$ cat src/rtl/oaht_pkg.sv
`timescale 1ns / 1ps
`default_nettype none
// ----------------------------------------------------------------------------
// oaht_pkg
// Shared types and constants of the open addressing hash table.
// ----------------------------------------------------------------------------
package oaht_pkg;

  // Table size, a power of two.
  localparam int CAPACITY = 256;
  localparam int IDX_W    = $clog2(CAPACITY);
  localparam int CNT_W    = $clog2(CAPACITY + 1);
  // A set is refused once used_count reaches three quarters of the table.
  localparam int LOAD_MAX = (3 * CAPACITY) / 4;

  localparam int KEY_W = 32;
  localparam int VAL_W = 64;
  localparam int OP_W  = 2;

  localparam int IN_DATA_W  = 2 * KEY_W + VAL_W;
  localparam int OUT_DATA_W = VAL_W;
  localparam int OUT_USER_W = 2;

  typedef enum logic [OP_W-1:0] {
    OP_GET = 2'd0,
    OP_SET = 2'd1,
    OP_DEL = 2'd2
  } op_t;

  typedef enum logic [1:0] {
    ST_EMPTY = 2'd0,
    ST_USED  = 2'd1,
    ST_TOMB  = 2'd2
  } slot_st_t;

  typedef enum logic [1:0] {
    S_IDLE  = 2'd0,
    S_PROBE = 2'd1,
    S_DONE  = 2'd2
  } oaht_state_t;

  typedef struct packed {
    logic load;
    logic step;
    logic finish;
    logic commit;
  } oaht_cmd_t;

  typedef struct packed {
    logic probe_done;
    logic out_free;
  } oaht_sts_t;

endpackage
`default_nettype wire

$ cat src/rtl/oaht_ctrl.sv
`timescale 1ns / 1ps
`default_nettype none
// ----------------------------------------------------------------------------
// oaht_ctrl
// Request sequencer: accept a word, walk the probe, commit the result.
// ----------------------------------------------------------------------------
module oaht_ctrl (
  input  wire logic               clk,
  input  wire logic               rst_n,
  input  wire logic               in_tvalid,
  output logic                    in_tready,
  input  wire oaht_pkg::oaht_sts_t sts,
  output oaht_pkg::oaht_cmd_t     cmd
);

  oaht_pkg::oaht_state_t state_r;
  oaht_pkg::oaht_state_t state_nxt;

  always_ff @(posedge clk) begin
    if (!rst_n) begin
      state_r <= oaht_pkg::S_IDLE;
    end else begin
      state_r <= state_nxt;
    end
  end

  always_comb begin
    state_nxt = state_r;
    cmd       = '0;
    in_tready = 1'b0;
    unique case (state_r)
      oaht_pkg::S_IDLE: begin
        in_tready = 1'b1;
        if (in_tvalid) begin
          cmd.load  = 1'b1;
          state_nxt = oaht_pkg::S_PROBE;
        end
      end
      oaht_pkg::S_PROBE: begin
        if (sts.probe_done) begin
          cmd.finish = 1'b1;
          state_nxt  = oaht_pkg::S_DONE;
        end else begin
          cmd.step = 1'b1;
        end
      end
      oaht_pkg::S_DONE: begin
        if (sts.out_free) begin
          cmd.commit = 1'b1;
          state_nxt  = oaht_pkg::S_IDLE;
        end
      end
      default: begin
        state_nxt = oaht_pkg::S_IDLE;
      end
    endcase
  end

endmodule
`default_nettype wire

$ cat config.mk
export PLATFORM = sky130hd
export DESIGN_NAME = oaht_ctrl
export DESIGN_NICKNAME = d
export VERILOG_FILES = /design/src/rtl/oaht_pkg.sv /design/src/rtl/oaht_ctrl.sv
export SDC_FILE = /design/constraint.sdc
export NUM_CORES = 1
export LEC_CHECK = 0
export ABC_AREA = 1
export ABC_CLOCK_PERIOD_IN_PS = 800
export CAP_MARGIN = 20
export CORE_AREA = 2 2 39 41
export CTS_BUF_LIST = sky130_fd_sc_hd__clkbuf_16
export DETAILED_ROUTE_END_ITERATION = 10
export DIE_AREA = 0 0 41 43
export DONT_BUFFER_PORTS = 1
export GPL_TIMING_DRIVEN = 1
export HOLD_SLACK_MARGIN = 0.15
export PLACE_DENSITY = 0.3
export SLEW_MARGIN = 20
export SYNTH_ARGS = -nofsm -noshare
export SYNTH_HDL_FRONTEND = slang
export SYNTH_SLANG_ARGS = --single-unit
$ cat constraint.sdc
create_clock -name clk -period 0.8 [get_ports clk]
set_input_delay 0.2 -clock clk [delete_from_list [all_inputs] [get_ports clk]]
set_output_delay 0.2 -clock clk [all_outputs]
set_load 0.05 [all_outputs]
==> results.cfg <==
[grt]
grt_start_max_net_pins = 6
grt.overflow.total = 0
grt_pass1_vias = 143
grt_usage = 0.0542
grt_pass1_wl_um = 586
antenna_found_initial = 0

[place]
place_ws_ns = -0.238
placed_cells = 38
place_congestion = 0.579
port_buffers = 0

[drt]
ant_nets = 0
wl_per_cell_um = 7.98
viasPerCell = 3.25
vias = 143
drtIter0Drc = 0
wl_um = 351
drc_errors = 0
dr.pass1.iters = 1

[logic_synthesis]
synthMuxAreaShare = 0
yosys_warnings = 0
synth_compound_area_frac = 0.120
synthesis.nets = 22
yosys.area_share.simple = 0.304
ys_ff_latch = 2
seq_area_frac_synth = 0.348
syn_inst = 17
yosys.cell_types.count = 9
synth_fa_ha_area_frac = 0
netlist_area_um2 = 115
synth-xor-area-share = 0
synth_top_family_by_area = simple AND/OR/NAND/NOR gates
yosys-top-cells-area = dfxtp_1 35%, inv_1 23%, nand3_1 8.7%, a21oi_2 7.6%, nand3b_1 6.5%
synth.avg_cell_area_um2 = 6.77
synth_area_leader_cell = dfxtp_1
yosysTopAreaCellShare = 0.348

[worst_setup_path]
crit_path_cell_trace = buf_6, nor2_4, nand2_2, clkinvlp_4
r2r.worst_path.cells = 6
critPathKind = reg -> out
cp-start-kind = flip-flop
r2r-start = state_r[1]$_SDFFE_PN0P_
cp_slowest_cell = dfxtp_2
rr_endpoint = state_r[0]$_SDFFE_PN0P_
cp_top_family = flip-flops
crit_required_ns = 0.60
crit_path_max_fanout = 2
end_kind = primary output
reg2reg_slack_ns = -0.21
cp_slowest_stage_delay_ns = 0.31
cp.arrival_ns = 1.01
cp_num_buf_inv = 2

[cts]
h-tree-depth = 1
cts-root-buf = clkbuf_16
clkLatencyLatePin_ns = 0.22
clk_path_buf_depth = 2
cts_sinks = 2
cts_buffers = 3
cts_tree = done
clk_pin_slew_ns = 0.03

[sta]
layout_worst_path_cycle_share = 1.52
fin_skew_ns = 0.000810
worst_pin_slew_ns = 0.251
maxSlewViolCount = 0
hold_viol = 0
maxSlewHeadroom = 0.833
rsz0062_at_grt = true
fin_ws_ns = -0.414
final_period_minus_worst_setup_slack_ns = 1.21
fin_tns_setup_ns = -2.06
max_freq_mhz = 824
setup_viol = 7

[power]
powerDensity_mw_per_mm2 = 3030
vdd_drop_max_mv = 1.68
p_total_mw = 1.02
leakagePower_nw = 0.131

[run_status]
violations = negative setup slack
status = finished, violations left

[job]
cap_violations = 0

[floorplan]
core-area_mm2 = 0.00138
num_rows = 14
initial_core_util = 0.0832
num_io_pins = 10
die-height_um = 43
die_area_mm2 = 0.00176
chipWidth_um = 41

[cells_and_area]
finalNonFillerCells = 44
top_register = state_r
syn2layout_area_growth_pct = 191
drive_gt1_frac = 0.786
num-nets-final = 35
num_antenna_cells = 0
reg.largest.list = state_r: 2 flops
largest_register_ffs = 2

[hold_path]
hold_path_depth = 3
holdPathEnd = state_r[1]$_SDFFE_PN0P_
min_from = sts[0]
hold_path_class = in -> reg
-- power breakdown --
part | leakage [nW] | switching, mW | internal, mW | total (mW)
clock | 0.0370 | 0.105 | 0.635 | 0.741
combinational | 0.0768 | 0.0986 | 0.0580 | 0.157
sequential | 0.0175 | 0.0119 | 0.107 | 0.119
total | 0.131 | 0.216 | 0.800 | 1.02
-- cells in the final DEF, fill, tap and decap left out --
cell	n
clkbuf_16	3
nor3_4	1
a21oi_1	1
dfxtp_4	1
inv_1	3
buf_12	1
buf_4	4
nand3_2	2
nand3b_1	1
nor2_4	1
a21oi_2	1
inv_2	1
dlygate4sd3_1	1
nand2_2	1
dfxtp_2	1
clkinvlp_4	3
buf_6	2
-- area by class of cell --
class	count	area (um^2)
clock buffer	3	75.1
tap	16	20.0
timing repair buffer	8	82.6
sequential	2	45.0
inverter	7	37.5
multi-input combinational	8	75.1
fill	150	1050
-- routing by layer --
layer | up-vias | GRT usage | wire, um
met1 | 60 | 0.0641 | 145
met2 | 10 | 0.0563 | 143
met3 | 0 | 0.0366 | 62
met5 | - | 0 | 0
li1 | 73 | - | -
met4 | 0 | 0.0600 | 0
-- Yosys cell counts, drive strengths merged --
cell type	n
nand3	2
nand3b	1
inv	7
dfxtp	2
nand2	1
nor3	1
nor2	1
a21oi	2
-- worst max-delay path by stage --
stage	startpoint	end	slack [ns]	cells after the start
2_1_floorplan	state_r[0]$_SDFFE_PN0P_	cmd[3]	-0.37	3
3_3_place_gp	state_r[1]$_SDFFE_PN0P_	cmd[3]	-0.22	4
3_5_place_dp	state_r[1]$_SDFFE_PN0P_	cmd[3]	-0.24	4
4_1_cts	state_r[1]$_SDFFE_PN0P_	cmd[3]	-0.42	4
5_1_grt	state_r[1]$_SDFFE_PN0P_	cmd[3]	-0.45	4
6_report	state_r[1]$_SDFFE_PN0P_	cmd[3]	-0.41	4
-- what timing repair did --
action,in CTS,in global routing
endpoints found under the hold margin,2,0
pin swaps,3,0
buffers inserted,1,1
hold buffers,1,0
resized for setup,5,1
setup endpoints to repair,7,7
-- tightest hold or removal path: stages --
cell and delay [ns]:
inv_1 0.05, nand3b_1 0.09, a21oi_1 0.06
-- logic make-up (layout without fill, tap and decap cells) --
kind of cell / count (synthesis) / after routing
buf+inv: 7 / 18
compound gates: 2 / 2
flops: 2 / 2
simple gates: 6 / 6
-- per-stage QoR --
step                hold WS, ns   util  cell area, um^2
floorplan                 0.333      -              145
global placement          0.343  0.156              215
detailed placement        0.353  0.156              215
CTS                       0.221  0.234              324
global route              0.273  0.242              335
finish                    0.223  0.242              335
Note: power is estimated with default switching activity, not from simulation.
